## config.mk

```make
export PLATFORM = sky130hd
export DESIGN_NAME = priority_scheduler_with_inheritance
export DESIGN_NICKNAME = d
export VERILOG_FILES = /design/src/rtl/psi_pkg.sv /design/src/rtl/psi_cmp.sv /design/src/rtl/psi_task_tbl.sv /design/src/rtl/priority_scheduler_with_inheritance.sv
export SDC_FILE = /design/constraint.sdc
export NUM_CORES = 1
export LEC_CHECK = 0
export BUFFER_PORTS_ARGS = -buffer_cell sky130_fd_sc_hd__buf_2
export CORE_MARGIN = 5
export CORE_UTILIZATION = 50
export CTS_BUF_LIST = sky130_fd_sc_hd__clkbuf_8
export DETAILED_ROUTE_END_ITERATION = 16
export PLACE_DENSITY = 0.63
export RECOVER_POWER = 50
export SETUP_SLACK_MARGIN = 0.2
export SYNTH_ARGS = -nofsm -noshare
export SYNTH_HDL_FRONTEND = slang
export SYNTH_SLANG_ARGS = --single-unit
```

## constraint.sdc

```tcl
create_clock -name clk -period 17 [get_ports clk]
set_input_delay 1.7 -clock clk [delete_from_list [all_inputs] [get_ports clk]]
set_output_delay 1.7 -clock clk [all_outputs]
set_load 0.01 [all_outputs]
```

## src/rtl/psi_pkg.sv

```systemverilog
// Shared constants, codes and types for the priority scheduler with inheritance.
package psi_pkg;

  localparam int NUM_TASKS = 8;
  localparam int PRIO_BITS = 4;
  localparam int TIME_BITS = 32;
  localparam int TASK_BITS = $clog2(NUM_TASKS);

  typedef logic [PRIO_BITS-1:0] prio_t;
  typedef logic [TASK_BITS-1:0] task_idx_t;
  typedef logic [TIME_BITS-1:0] time_t;
  typedef logic [NUM_TASKS-1:0] task_mask_t;

  localparam logic [2:0] CMD_TICK    = 3'd0;
  localparam logic [2:0] CMD_RELEASE = 3'd1;
  localparam logic [2:0] CMD_LOCK    = 3'd2;
  localparam logic [2:0] CMD_UNLOCK  = 3'd3;
  localparam logic [2:0] CMD_END     = 3'd4;

  localparam logic [1:0] STATUS_OK         = 2'd0;
  localparam logic [1:0] STATUS_NO_RUNNING = 2'd1;
  localparam logic [1:0] STATUS_RULE       = 2'd2;
  localparam logic [1:0] STATUS_ACTIVE     = 2'd3;

  // One write into the task priority table.
  typedef struct packed {
    logic      we_base;
    logic      we_eff;
    task_idx_t idx;
    prio_t     base;
    prio_t     eff;
  } tbl_wr_t;

  // Operands of the shared priority comparator.
  typedef struct packed {
    logic  cand_v;
    prio_t cand_prio;
    logic  best_v;
    prio_t best_prio;
  } cmp_req_t;

endpackage

```

## src/rtl/psi_cmp.sv

```systemverilog
// Shared priority comparator: decides whether a candidate beats the current best.
module psi_cmp (
  input  psi_pkg::cmp_req_t req,
  output logic              take
);
  import psi_pkg::*;

  // Strictly greater keeps the lowest index on ties when tasks are swept upwards.
  assign take = req.cand_v && (!req.best_v || (req.cand_prio > req.best_prio));

endmodule

```

## src/rtl/psi_task_tbl.sv

```systemverilog
// Per-task base and effective priority table with one read and one write port.
module psi_task_tbl (
  input  logic                clk,
  input  logic                rst_n,
  input  psi_pkg::task_idx_t  rd_idx,
  output psi_pkg::prio_t      rd_base,
  output psi_pkg::prio_t      rd_eff,
  input  psi_pkg::tbl_wr_t    wr
);
  import psi_pkg::*;

  prio_t base_r [NUM_TASKS];
  prio_t eff_r  [NUM_TASKS];

  always_ff @(posedge clk) begin
    if (!rst_n) begin
      for (int i = 0; i < NUM_TASKS; i++) begin
        base_r[i] <= '0;
        eff_r[i]  <= '0;
      end
    end else begin
      if (wr.we_base) begin
        base_r[wr.idx] <= wr.base;
      end
      if (wr.we_eff) begin
        eff_r[wr.idx] <= wr.eff;
      end
    end
  end

  assign rd_base = base_r[rd_idx];
  assign rd_eff  = eff_r[rd_idx];

endmodule

```

## src/rtl/priority_scheduler_with_inheritance.sv

```systemverilog
// Top level of the preemptive fixed-priority scheduler with one mutex and priority inheritance.
// Steps: tick, release and unknown commands run EXEC and the POST sweep; lock, end and a refused
//   unlock run the PRE sweep, EXEC and POST, plus INHERIT for a lock that blocks with inheritance
//   on; unlock runs PRE, EXEC, RESTORE, the WAITER sweep and POST, plus the NEXT sweep and RAISE
//   for a handover under inheritance. One request at a time: in_stall stays high from acceptance
//   until the result enters the output register; each sweep presents one task a cycle.
// Reset (synchronous, active low) clears time, masks, priorities, mutex and inheritance enable.
module priority_scheduler_with_inheritance (
  input  logic                clk,
  input  logic                rst_n,
  // Configuration: inheritance enable.
  input  logic                cfg_wr_en,
  input  logic                cfg_wr_data,
  // Request channel.
  input  logic                in_valid,
  output logic                in_stall,
  input  logic [2:0]          in_command,
  input  logic [2:0]          in_task_id,
  input  logic [3:0]          in_base_priority,
  // Result channel.
  output logic                out_valid,
  input  logic                out_stall,
  output logic                out_running_valid,
  output logic [2:0]          out_running_task,
  output logic [3:0]          out_running_priority,
  output logic                out_grant_valid,
  output logic [2:0]          out_granted_task,
  output logic [31:0]         out_wait_time,
  output logic [1:0]          out_status
);
  import psi_pkg::*;

  // The sequencer walks through a request step by step. Every priority maximum is found by
  // SCAN, which presents one task per cycle to the shared comparator; the purpose register
  // says which mask is swept and where control goes once the last task has been seen.
  typedef enum logic [2:0] {
    ST_IDLE,
    ST_SCAN,
    ST_EXEC,
    ST_INHERIT,
    ST_RESTORE,
    ST_RAISE,
    ST_DONE
  } state_t;

  typedef enum logic [1:0] {
    SP_PRE,     // running task before the command acts
    SP_WAITER,  // best waiter to hand the mutex to
    SP_NEXT,    // best waiter left after a handover
    SP_POST     // running task reported in the result
  } scan_purpose_t;

  localparam task_idx_t LAST_IDX = TASK_BITS'(NUM_TASKS - 1);

  state_t        state_r, state_nxt;
  scan_purpose_t purpose_r, purpose_nxt;
  task_idx_t     scan_idx_r, scan_idx_nxt;
  logic          best_v_r, best_v_nxt;
  task_idx_t     best_idx_r, best_idx_nxt;
  prio_t         best_prio_r, best_prio_nxt;
  prio_t         w_prio_r, w_prio_nxt;

  logic          inh_en_r, inh_en_nxt;
  task_mask_t    active_r, active_nxt;
  task_mask_t    blocked_r, blocked_nxt;
  logic          held_r, held_nxt;
  task_idx_t     owner_r, owner_nxt;
  time_t         time_r, time_nxt;

  logic [2:0]    cmd_r, cmd_nxt;
  logic [2:0]    tid_r, tid_nxt;
  prio_t         prio_r, prio_nxt;

  logic          status_ok_unused;
  logic [1:0]    status_r, status_nxt;
  logic          grant_v_r, grant_v_nxt;
  task_idx_t     grant_task_r, grant_task_nxt;
  time_t         wait_r, wait_nxt;

  logic          out_valid_r, out_valid_nxt;
  logic          o_run_v_r, o_run_v_nxt;
  logic [2:0]    o_run_task_r, o_run_task_nxt;
  logic [3:0]    o_run_prio_r, o_run_prio_nxt;
  logic          o_grant_v_r, o_grant_v_nxt;
  logic [2:0]    o_grant_task_r, o_grant_task_nxt;
  logic [31:0]   o_wait_r, o_wait_nxt;
  logic [1:0]    o_status_r, o_status_nxt;

  // Lock request time of each task; only a waiter's entry is ever read.
  time_t         req_time_r [NUM_TASKS];
  logic          rt_we;
  task_idx_t     rt_idx;

  task_idx_t     rd_idx;
  prio_t         rd_base;
  prio_t         rd_eff;
  tbl_wr_t       tbl_wr;
  cmp_req_t      cmp_req;
  logic          take;

  logic          scan_start;
  scan_purpose_t scan_sel;
  logic          scan_cand_v;
  logic          cur_v;
  task_idx_t     cur_idx;
  prio_t         cur_prio;
  logic          out_free;
  logic          tid_bad;

  assign status_ok_unused = 1'b0;

  psi_task_tbl u_tbl (
    .clk     (clk),
    .rst_n   (rst_n),
    .rd_idx  (rd_idx),
    .rd_base (rd_base),
    .rd_eff  (rd_eff),
    .wr      (tbl_wr)
  );

  psi_cmp u_cmp (
    .req  (cmp_req),
    .take (take)
  );

  // The table's read port follows the step: the swept task, the owner or the running task.
  always_comb begin
    unique case (state_r)
      ST_INHERIT: rd_idx = owner_r;
      ST_RESTORE: rd_idx = best_idx_r;
      default:    rd_idx = scan_idx_r;
    endcase
  end

  // Sweeps over the runnable set or over the waiters, depending on the scan purpose.
  always_comb begin
    if ((purpose_r == SP_WAITER) || (purpose_r == SP_NEXT)) begin
      scan_cand_v = blocked_r[scan_idx_r];
    end else begin
      scan_cand_v = active_r[scan_idx_r] & ~blocked_r[scan_idx_r];
    end
  end

  // Operand selection for the one comparator.
  always_comb begin
    unique case (state_r)
      ST_INHERIT: begin
        // The owner inherits when the caller's priority is strictly above its own.
        cmp_req.cand_v    = 1'b1;
        cmp_req.cand_prio = best_prio_r;
        cmp_req.best_v    = 1'b1;
        cmp_req.best_prio = rd_eff;
      end
      ST_RAISE: begin
        cmp_req.cand_v    = best_v_r;
        cmp_req.cand_prio = best_prio_r;
        cmp_req.best_v    = 1'b1;
        cmp_req.best_prio = w_prio_r;
      end
      default: begin
        cmp_req.cand_v    = scan_cand_v;
        cmp_req.cand_prio = rd_eff;
        cmp_req.best_v    = best_v_r;
        cmp_req.best_prio = best_prio_r;
      end
    endcase
  end

  always_comb begin
    cur_v    = best_v_r;
    cur_idx  = best_idx_r;
    cur_prio = best_prio_r;
    if (take) begin
      cur_v    = 1'b1;
      cur_idx  = scan_idx_r;
      cur_prio = rd_eff;
    end
  end

  assign in_stall = (state_r != ST_IDLE);
  assign out_free = !out_valid_r || !out_stall;
  assign tid_bad  = (32'(tid_r) >= 32'(NUM_TASKS)) || active_r[TASK_BITS'(tid_r)];

  // Next-state logic of the sequencer and of the scheduler state.
  always_comb begin
    state_nxt        = state_r;
    purpose_nxt      = purpose_r;
    scan_idx_nxt     = scan_idx_r;
    best_v_nxt       = best_v_r;
    best_idx_nxt     = best_idx_r;
    best_prio_nxt    = best_prio_r;
    w_prio_nxt       = w_prio_r;
    inh_en_nxt       = inh_en_r;
    active_nxt       = active_r;
    blocked_nxt      = blocked_r;
    held_nxt         = held_r;
    owner_nxt        = owner_r;
    time_nxt         = time_r;
    cmd_nxt          = cmd_r;
    tid_nxt          = tid_r;
    prio_nxt         = prio_r;
    status_nxt       = status_r;
    grant_v_nxt      = grant_v_r;
    grant_task_nxt   = grant_task_r;
    wait_nxt         = wait_r;
    out_valid_nxt    = out_valid_r;
    o_run_v_nxt      = o_run_v_r;
    o_run_task_nxt   = o_run_task_r;
    o_run_prio_nxt   = o_run_prio_r;
    o_grant_v_nxt    = o_grant_v_r;
    o_grant_task_nxt = o_grant_task_r;
    o_wait_nxt       = o_wait_r;
    o_status_nxt     = o_status_r;
    tbl_wr           = '0;
    rt_we            = 1'b0;
    rt_idx           = best_idx_r;
    scan_start       = 1'b0;
    scan_sel         = SP_POST;

    if (cfg_wr_en) begin
      inh_en_nxt = cfg_wr_data;
    end

    if (out_valid_r && !out_stall) begin
      out_valid_nxt = 1'b0;
    end

    unique case (state_r)
      ST_IDLE: begin
        if (in_valid) begin
          cmd_nxt        = in_command;
          tid_nxt        = in_task_id;
          prio_nxt       = PRIO_BITS'(in_base_priority);
          status_nxt     = STATUS_OK;
          grant_v_nxt    = 1'b0;
          grant_task_nxt = '0;
          wait_nxt       = '0;
          if ((in_command == CMD_LOCK) || (in_command == CMD_UNLOCK) ||
              (in_command == CMD_END)) begin
            scan_start = 1'b1;
            scan_sel   = SP_PRE;
          end else begin
            state_nxt = ST_EXEC;
          end
        end
      end

      ST_SCAN: begin
        best_v_nxt    = cur_v;
        best_idx_nxt  = cur_idx;
        best_prio_nxt = cur_prio;
        if (scan_idx_r == LAST_IDX) begin
          unique case (purpose_r)
            SP_PRE:  state_nxt = ST_EXEC;
            SP_NEXT: state_nxt = ST_RAISE;
            SP_POST: state_nxt = ST_DONE;
            SP_WAITER: begin
              scan_start = 1'b1;
              if (!cur_v) begin
                held_nxt = 1'b0;
              end else begin
                // Hand the mutex to the best waiter and report how long it waited.
                blocked_nxt[cur_idx] = 1'b0;
                owner_nxt            = cur_idx;
                grant_v_nxt          = 1'b1;
                grant_task_nxt       = cur_idx;
                wait_nxt             = time_r - req_time_r[cur_idx];
                w_prio_nxt           = cur_prio;
                if (inh_en_r) begin
                  scan_sel = SP_NEXT;
                end
              end
            end
            default: state_nxt = ST_DONE;
          endcase
        end else begin
          scan_idx_nxt = scan_idx_r + 1'b1;
        end
      end

      ST_EXEC: begin
        scan_start = 1'b1;
        if (cmd_r == CMD_TICK) begin
          time_nxt = time_r + 1'b1;
        end else if (cmd_r == CMD_RELEASE) begin
          if (tid_bad) begin
            status_nxt = STATUS_ACTIVE;
          end else begin
            active_nxt[TASK_BITS'(tid_r)]  = 1'b1;
            blocked_nxt[TASK_BITS'(tid_r)] = 1'b0;
            tbl_wr.we_base = 1'b1;
            tbl_wr.we_eff  = 1'b1;
            tbl_wr.idx     = TASK_BITS'(tid_r);
            tbl_wr.base    = prio_r;
            tbl_wr.eff     = prio_r;
          end
        end else if (cmd_r > CMD_END) begin
          status_nxt = STATUS_RULE;
        end else if (!best_v_r) begin
          status_nxt = STATUS_NO_RUNNING;
        end else if (cmd_r == CMD_LOCK) begin
          if (held_r && (owner_r == best_idx_r)) begin
            status_nxt = STATUS_RULE;
          end else if (!held_r) begin
            held_nxt       = 1'b1;
            owner_nxt      = best_idx_r;
            rt_we          = 1'b1;
            grant_v_nxt    = 1'b1;
            grant_task_nxt = best_idx_r;
            wait_nxt       = '0;
          end else begin
            blocked_nxt[best_idx_r] = 1'b1;
            rt_we                   = 1'b1;
            if (inh_en_r) begin
              scan_start = 1'b0;
              state_nxt  = ST_INHERIT;
            end
          end
        end else if (cmd_r == CMD_UNLOCK) begin
          if (!held_r || (owner_r != best_idx_r)) begin
            status_nxt = STATUS_RULE;
          end else begin
            scan_start = 1'b0;
            state_nxt  = ST_RESTORE;
          end
        end else begin
          if (held_r && (owner_r == best_idx_r)) begin
            status_nxt = STATUS_RULE;
          end else begin
            active_nxt[best_idx_r] = 1'b0;
            tbl_wr.we_base = 1'b1;
            tbl_wr.we_eff  = 1'b1;
            tbl_wr.idx     = best_idx_r;
            tbl_wr.base    = '0;
            tbl_wr.eff     = '0;
          end
        end
      end

      ST_INHERIT: begin
        if (take) begin
          tbl_wr.we_eff = 1'b1;
          tbl_wr.idx    = owner_r;
          tbl_wr.eff    = best_prio_r;
        end
        scan_start = 1'b1;
      end

      ST_RESTORE: begin
        // The releasing owner drops back to its base priority.
        tbl_wr.we_eff = 1'b1;
        tbl_wr.idx    = best_idx_r;
        tbl_wr.eff    = rd_base;
        scan_start    = 1'b1;
        scan_sel      = SP_WAITER;
      end

      ST_RAISE: begin
        if (take) begin
          tbl_wr.we_eff = 1'b1;
          tbl_wr.idx    = owner_r;
          tbl_wr.eff    = best_prio_r;
        end
        scan_start = 1'b1;
      end

      ST_DONE: begin
        if (out_free) begin
          out_valid_nxt    = 1'b1;
          o_run_v_nxt      = best_v_r;
          o_run_task_nxt   = best_v_r ? 3'(best_idx_r) : 3'd0;
          o_run_prio_nxt   = best_v_r ? 4'(best_prio_r) : 4'd0;
          o_grant_v_nxt    = grant_v_r;
          o_grant_task_nxt = 3'(grant_task_r);
          o_wait_nxt       = 32'(wait_r);
          o_status_nxt     = status_r | {1'b0, status_ok_unused};
          state_nxt        = ST_IDLE;
        end
      end

      default: state_nxt = ST_IDLE;
    endcase

    if (scan_start) begin
      state_nxt    = ST_SCAN;
      purpose_nxt  = scan_sel;
      scan_idx_nxt = '0;
      best_v_nxt   = 1'b0;
    end
  end

  always_ff @(posedge clk) begin
    if (!rst_n) begin
      state_r     <= ST_IDLE;
      purpose_r   <= SP_POST;
      scan_idx_r  <= '0;
      best_v_r    <= 1'b0;
      inh_en_r    <= 1'b0;
      active_r    <= '0;
      blocked_r   <= '0;
      held_r      <= 1'b0;
      owner_r     <= '0;
      time_r      <= '0;
      out_valid_r <= 1'b0;
    end else begin
      state_r        <= state_nxt;
      purpose_r      <= purpose_nxt;
      scan_idx_r     <= scan_idx_nxt;
      best_v_r       <= best_v_nxt;
      best_idx_r     <= best_idx_nxt;
      best_prio_r    <= best_prio_nxt;
      w_prio_r       <= w_prio_nxt;
      inh_en_r       <= inh_en_nxt;
      active_r       <= active_nxt;
      blocked_r      <= blocked_nxt;
      held_r         <= held_nxt;
      owner_r        <= owner_nxt;
      time_r         <= time_nxt;
      cmd_r          <= cmd_nxt;
      tid_r          <= tid_nxt;
      prio_r         <= prio_nxt;
      status_r       <= status_nxt;
      grant_v_r      <= grant_v_nxt;
      grant_task_r   <= grant_task_nxt;
      wait_r         <= wait_nxt;
      out_valid_r    <= out_valid_nxt;
      o_run_v_r      <= o_run_v_nxt;
      o_run_task_r   <= o_run_task_nxt;
      o_run_prio_r   <= o_run_prio_nxt;
      o_grant_v_r    <= o_grant_v_nxt;
      o_grant_task_r <= o_grant_task_nxt;
      o_wait_r       <= o_wait_nxt;
      o_status_r     <= o_status_nxt;
    end
  end

  // Lock request times are written when the running task asks for the mutex.
  always_ff @(posedge clk) begin
    if (rt_we) begin
      req_time_r[rt_idx] <= time_r;
    end
  end

  assign out_valid            = out_valid_r;
  assign out_running_valid    = o_run_v_r;
  assign out_running_task     = o_run_task_r;
  assign out_running_priority = o_run_prio_r;
  assign out_grant_valid      = o_grant_v_r;
  assign out_granted_task     = o_grant_task_r;
  assign out_wait_time        = o_wait_r;
  assign out_status           = o_status_r;

  // Waiters are always tasks that are still active.
  a_blocked_active: assert property (@(posedge clk) disable iff (!rst_n)
    (blocked_r & ~active_r) == '0)
    else $error("blocked task is not active");

  // The mutex owner cannot end while it holds the mutex, so it stays active.
  a_owner_active: assert property (@(posedge clk) disable iff (!rst_n)
    held_r |-> active_r[owner_r])
    else $error("mutex owner is not active");

  // Waiters exist only while the mutex is held.
  a_waiters_need_owner: assert property (@(posedge clk) disable iff (!rst_n)
    (blocked_r != '0) |-> held_r)
    else $error("waiters present with the mutex free");

  // A grant is only ever reported for a request that completed without error.
  a_grant_ok: assert property (@(posedge clk) disable iff (!rst_n)
    (out_valid_r && o_grant_v_r) |-> (o_status_r == STATUS_OK))
    else $error("grant reported with an error status");

endmodule

```

Word level (Yosys, flattened, before mapping)
Memories as Yosys holds them, arrays and structs flattened.
Index checks and enable logic that the tools add are counted.
{"block": "classes", "add_sub_neg": 3, "n_lt_le_gt_ge": 9, "n_eq_ne": 66, "mux": 173, "bitwise": 14, "reduce_logical": 43}
{"op": "2-to-1 mux 32 bit", "count": 11}
{"op": "2-to-1 mux 8 bit", "count": 18}
{"op": "2-to-1 mux 13 bit", "count": 8}
{"op": "one-hot mux 32 bit (3 select lines)", "count": 1}
{"op": "2-to-1 mux 3 bit", "count": 28}
{"op": "2-to-1 mux 1 bit", "count": 69}
{"op": "inequality test 3 bit (second input constant)", "count": 20}
{"op": "inequality test 2 bit (second input constant)", "count": 19}
{"op": "adder 32 x 1 -> 32 bit (second input constant)", "count": 1}
{"op": "subtractor 32 bit", "count": 1}
{"op": "AND reduction 15 bit", "count": 2}
{"op": "AND 8 bit", "count": 3}
{"op": "2-to-1 mux 2 bit", "count": 12}
{"op": "2-to-1 mux 4 bit", "count": 6}
{"op": "inverter 8 bit", "count": 3}
{"op": "one-hot mux 4 bit (3 select lines)", "count": 2}
{"op": "AND reduction 11 bit", "count": 2}
{"op": "inequality test 4 bit (second input constant)", "count": 5}
{"op": "one-hot mux 10 bit (2 select lines)", "count": 1}
{"op": "equality test 3 x 2 -> 1 bit (second input constant)", "count": 6}
{"op": "one-hot mux 3 bit (3 select lines)", "count": 2}
{"op": "less-than comparator 3 x 4 -> 1 bit (second input constant)", "count": 4}
{"op": "OR 8 bit", "count": 2}
{"op": "one-hot mux 8 bit (2 select lines)", "count": 1}
{"op": "42 further kinds", "count": 81}
{"block": "totals", "regBits": 168, "mem_bits_rw": 320, "inputBits": 16, "out_inout_bits": 48, "n_memories": 3}
{"name": "req_time_r", "words": 8, "word_bits": 32, "read_ports": 1, "rd_ports_with_merged_regs": 0, "write_ports": 1, "line": "priority_scheduler_with_inheritance.sv:90", "text": "time_t req_time_r [NUM_TASKS];"}
{"name": "u_tbl.base_r", "words": 8, "word_bits": 4, "read_ports": 1, "rd_ports_with_merged_regs": 0, "write_ports": 8, "line": "psi_task_tbl.sv:12", "text": "prio_t base_r [NUM_TASKS];"}
{"name": "u_tbl.eff_r", "words": 8, "word_bits": 4, "read_ports": 1, "rd_ports_with_merged_regs": 0, "write_ports": 8, "line": "psi_task_tbl.sv:13", "text": "prio_t eff_r [NUM_TASKS];"}

Longest topological paths before layout
{"block": "depth", "ltp_word": 20, "ltp_mapped": 38, "depth_no_buf": 30}

Cells and area by module
A second synthesis with hierarchy kept.
{"block": "unflattened", "hier_cells": 1861, "hier_area_um2": 22140.0}
{"mod": "priority_scheduler_with_inheritance", "instances": 1, "cells_each": 1638, "area_per_inst_um2": 19013.2}
{"mod": "psi_task_tbl", "instances": 1, "cells_each": 207, "area_per_inst_um2": 3017.9}
{"mod": "psi_cmp", "instances": 1, "cells_each": 16, "area_per_inst_um2": 108.9}

Least setup slack after synthesis
Ideal clock, no wire load.
{"block": "synth_timing", "kind": "reg2reg", "startpoint": "register scan_idx_r[1]", "endpoint": "register grant_task_r[0], enable pin", "setup_time_ps": 532, "arrival_time_ps": 7609, "required_ps": 16468, "slack_ps": 8859, "stages_incl_launch_ff": 21, "path_cell_list": "dfxtp_1 > buf_2 > buf_2 > or3_1 > o211ai_1 > buf_2 > buf_2 > mux2i_1 > mux2i_1 > mux2_2 > o22ai_1 > nand2_1 > o21ai_0 > ha_1 > and2_1 > a32o_1 > a22oi_1 > buf_4 > o21ai_0 > a21oi_1 > nor4b_1"}
{"block": "synth_via", "elab_chain_cells": 10}
{"item": "from (decl)", "line": "priority_scheduler_with_inheritance.sv:57", "text": "task_idx_t scan_idx_r, scan_idx_nxt;"}
{"item": "from (signal assigned)", "line": "priority_scheduler_with_inheritance.sv:408", "text": "scan_idx_r <= scan_idx_nxt;"}
{"item": "branches (longest 9 deep; another with memory (8 x 4 bit))"}
{"item": "AND reduction 13 bit (no source line) (*)"}
{"item": "to (signal assigned)", "line": "priority_scheduler_with_inheritance.sv:424", "text": "grant_task_r <= grant_task_nxt;"}
{"item": "to (decl)", "line": "priority_scheduler_with_inheritance.sv:77", "text": "task_idx_t grant_task_r, grant_task_nxt;"}
Every way passes the cells marked *. The select of a mux whose other input is x is not followed.
A chain may end at the register's enable or synchronous reset.

Final worst setup path
{"block": "layout_timing", "startpoint": "register state_r[1]", "endpoint": "register wait_r[28] (data pin)"}
{"block": "layout_via", "elab_chain_cells": 14}
{"item": "from (decl)", "line": "priority_scheduler_with_inheritance.sv:55", "text": "state_t state_r, state_nxt;"}
{"item": "from (signal assigned)", "line": "priority_scheduler_with_inheritance.sv:406", "text": "state_r <= state_nxt;"}
{"item": "equality test 3 bit / equality test 3 x 2 -> 1 bit (equally long branches)", "line": "priority_scheduler_with_inheritance.sv:128, priority_scheduler_with_inheritance.sv:146"}
{"item": "one-hot mux 3 bit (2 select lines)", "line": "priority_scheduler_with_inheritance.sv:128", "text": "unique case (state_r)"}
{"item": "memory (8 x 4 bit)"}
{"item": "one-hot mux 10 bit (2 select lines)", "line": "priority_scheduler_with_inheritance.sv:146", "text": "unique case (state_r)"}
{"item": "greater-than comparator 4 bit", "line": "psi_cmp.sv:9", "text": "assign take = req.cand_v && (!req.best_v || (req.cand_prio > req.best_prio));"}
{"item": "logical OR 1 bit", "line": "psi_cmp.sv:9"}
{"item": "logical AND 1 bit", "line": "psi_cmp.sv:9"}
{"item": "2-to-1 mux 3 bit", "line": "priority_scheduler_with_inheritance.sv:173", "text": "if (take) begin"}
{"item": "memory (8 x 32 bit)"}
{"item": "subtractor 32 bit", "line": "priority_scheduler_with_inheritance.sv:267", "text": "wait_nxt = time_r - req_time_r[cur_idx];"}
{"item": "2-to-1 mux 32 bit", "line": "priority_scheduler_with_inheritance.sv:259", "text": "if (!cur_v) begin"}
{"item": "2-to-1 mux 32 bit", "line": "priority_scheduler_with_inheritance.sv:253", "text": "unique case (purpose_r)"}
{"item": "2-to-1 mux 32 bit", "line": "priority_scheduler_with_inheritance.sv:252", "text": "if (scan_idx_r == LAST_IDX) begin"}
{"item": "one-hot mux 32 bit (3 select lines) (*)", "line": "priority_scheduler_with_inheritance.sv:228", "text": "unique case (state_r)"}
{"item": "to (signal assigned)", "line": "priority_scheduler_with_inheritance.sv:425", "text": "wait_r <= wait_nxt;"}
{"item": "to (decl)", "line": "priority_scheduler_with_inheritance.sv:78", "text": "time_t wait_r, wait_nxt;"}
Mark *: on every way between the ends. The rest lies on a longest branch, timed or not. The select of a mux whose other input is x is not followed.

==> summary.md <==
| Metric | Value |
|---|---|
| WP depth | `29` |
| Overflow after GRT | `0` |
| Async SR Flop Fraction | `0%` |
| Most common cell on crit path | `mux2i_1` |
| Layout Area Growth over Synthesis | `11.30%` |
| Crit path DAT | `10.28 ns` |
| Top-count cell post-synth | `edfxtp_1` |
| Met3 Track Usage GR | `3.949%` |
| Critical path type | `flop to flop` |
| Port bufs | `63` |
| First-pass GRT wire length | `83,720 um` |
| Die height | `216.6 um` |
| Row cnt | `75` |
| Status | `finished, violations left` |
| Met1 GRT Util | `32.03%` |
| Actual slew at the worst max-slew pin | `3.926 ns` |
| Drt pass-1 iters | `5` |
| Max Cap Viol | `2` |
| #FFs+latches synth | `488` |
| Global router's overall resource usage | `23.10%` |
| Syn Inst Count | `1,650` |
| Post-synth net total | `1,709` |
| Mapped cell area | `21,340 um2` |
| Setup crit start kind | `flop` |
| RD Place Congestion | `0.8826` |
| TritonCTS clock tree | `yes` |
| Post-Synthesis Mean Instance Area | `12.93 um2` |
| CP max stage delay | `0.86 ns` |
| Hold wc startpoint | `wait_r[21]` |
| Nets | `1,814` |
| Post-route cell area | `23,750 um2` |
| CP top delay family | `compound AO/OA/AOI/OAI gates` |
| Met2 Track Usage GR | `37.64%` |
| Ys flop type | `edfxtp_1` |
| Gate power share | `25.4%` |
| Buf/Inv on CP | `3` |
| Clk root buf | `clkbuf_8` |
| Crit share post-route | `57.70%` |
| Largest area contributor in the netlist | `edfxtp_1` |
| DR WL/cell | `23.23 um` |
| R2R Path Start | `state_r[1]` |
| Switching Share | `32.06%` |
| Core area | `42,040 um2` |
| Min Tclk post-route | `9.810 ns` |
| Commonest cells in the netlist | `425 x edfxtp_1, 155 x nor2_1, 112 x nand2_1` |
| Worst Hold Path Cells | `0` |
| Post-cts resize count | `0` |
| Critical path capture point type | `flop` |
| # hold bufs at CTS | `0` |
| Clk slew on worst S/H paths | `0.06 ns` |
| Clock sinks | `488` |
| WL final | `54,800 um` |
| GRT busiest layer | `met2` |
| PwrDens | `135.1 nW/um2` |
| Flop pwr share | `44.6%` |
| Fillers | `3,473` |
| Setup Skew | `0.03385 ns` |
| DR iter-0 viols | `1,402` |
| Post-place instance area | `22,340 um2` |
| Slowest-stage cell, CP | `o21a_1` |
| Clock group share of total power | `30.1%` |
| Drt drc | `0` |
| Postcts setup bufs | `0` |
| Hold Crit Class | `flop to flop` |
| R2R depth | `29` |
| P_int | `0.002179 W` |
| F_max | `0.1019 GHz` |
| Placed cells | `2,210` |
| Relative slew slack | `-161.7%` |
| Required @ worst endpoint | `17.47 ns` |
| Via density | `6.075` |
| Peak supply drop | `0.00005268 V` |
| Post-Layout Cell Count | `2,359` |
| Hold Path End | `out_wait_time[21]` |
| Failing checks | `capacitance limit, slew limit` |
| Synth top area share | `59.81%` |
| Maximum buffer depth of the clock tree | `3` |
| Share of layout cells above drive strength 1 | `9.945%` |
| Top cells by area, synth | `edfxtp_1 60%, dfxtp_1 5.9%, nor2_1 2.7%, ha_1 2.5%, a22oi_1 2.4%` |
| R2R Path End | `wait_r[28]` |
| Number of antenna diodes | `0` |
| Detail Route Antenna Nets | `0` |
| Number of global-route vias before repair | `14.20k` |
| IO Pins | `64` |
| Crit-path max FO | `32` |
| Final Hold Viols | `0` |
| Starting Density | `50.76%` |
| Die span in x | `216.6 um` |
| Initial antenna violation count | `0` |
| RSZ-0062 raised after global routing | `no` |
| Skew-Pair Late Insertion Delay | `0.65 ns` |
| Synth unique cells | `70` |
| Via Count | `14.33k` |
| Num CTS Buffers | `82` |
| Final Max Tran Viols | `115` |
| Sequential-to-total area share from yosys stat | `65.72%` |
| Number of flops mapped to enable cells by yosys | `425` |
| Sw power | `0.001028 W` |
| Setup violators final | `0` |
| Die Area | `46,910 um2` |
| Pleak | `8.358 nW` |
| Largest net degree at the start of global routing | `82` |
| Yosys warns | `0` |
| Setup Total Neg Slack | `0 ns` |
| Flop-to-flop setup slack | `7.19 ns` |
| HPWL after detailed placement | `33,680 um` |
| H-Tree Level Count | `3` |
per-stage QoR:
step           setup slack [ns]  power (W)  hold slack (ns)  util, %
3_5_place_dp              7.640   0.002257           0.4057    53.14
6_report                  7.190   0.003208           0.4097    56.49
2_1_floorplan             8.859   0.002007           0.4003        -
5_1_grt                   6.639   0.003370           0.4265    56.49
4_1_cts                   7.606   0.003222           0.4111    56.74
3_3_place_gp              7.885   0.002248           0.4017    53.14
sequential cells by signal (all words and copies together) (netlist names), 4 cells and up:
name	cells
u_tbl.eff_r	32
prio_r	4
w_prio_r	4
best_prio_r	4
wait_r	32
blocked_r	8
req_time_r	256
time_r	32
out_wait_time	32
u_tbl.base_r	32
out_running_priority	4
active_r	8
logic make-up after synthesis:
family / count (synthesis) / share of synthesized area (%)
muxes: 76 / 3.958
buffers and inverters: 94 / 1.882
adders and majority gates: 43 / 2.556
xor gates and xnor gates: 50 / 2.052
AOI/OAI and AO/OA: 401 / 12.15
DFF: 488 / 65.72
and+or+nand+nor: 498 / 11.68
layer usage:
layer	share of wire, %	vias up
li1	-	6548
met1	43	7022
met2	47	657
met3	7.8	103
met4	2.4	0
met5	0	-
layout by cell type, fill, tap and decap left out, drive strengths merged, types with 39 or more instances in the layout:
cell type	netlist	routed
mux2i	51	51
a22oi	68	68
ha	42	42
dfxtp	63	63
o22ai	78	78
edfxtp	425	425
buf	27	39
nor2	155	155
o21ai	95	95
clkbuf	47	145
and2	46	46
inv	19	53
a21oi	56	56
nand2	112	112
worst max path at each step:
stage	slack, ns	from	to
final	7.19	state_r[1]	wait_r[28]
after global placement	7.89	state_r[1]	wait_r[28]
after floorplan	8.86	scan_idx_r[1]	grant_task_r[0]
after global routing	6.64	state_r[1]	wait_r[28]
after detailed placement	7.64	state_r[1]	wait_r[28]
after CTS	7.61	state_r[1]	wait_r[28]
power groups by stage:
| stage | Sequential (W) | Combinational (W) | Clock (W) |
|---|---|---|---|
| after floorplan | 0.00143 | 0.000581 | 0 |
| after global placement | 0.00145 | 0.000794 | 0 |
| after detailed placement | 0.00146 | 0.000802 | 0 |
| after CTS | 0.00143 | 0.000806 | 0.000986 |
| after global routing | 0.00144 | 0.000885 | 0.00105 |
| final | 0.00143 | 0.000813 | 0.000964 |
final cells by class:
class                   instances  area (um2)  share of cell area (%)
multi-input cells            1068        6992                   29.44
repair buffers                 95       473.0                   1.991
flip-flops and latches        488       14020                   59.05
well taps                     539       674.4                   2.840
clock inverters                60       287.8                   1.212
inverters                      20       75.07                  0.3161
clock buffers                  89        1225                   5.157
Power figures use the tool's default switching activity.
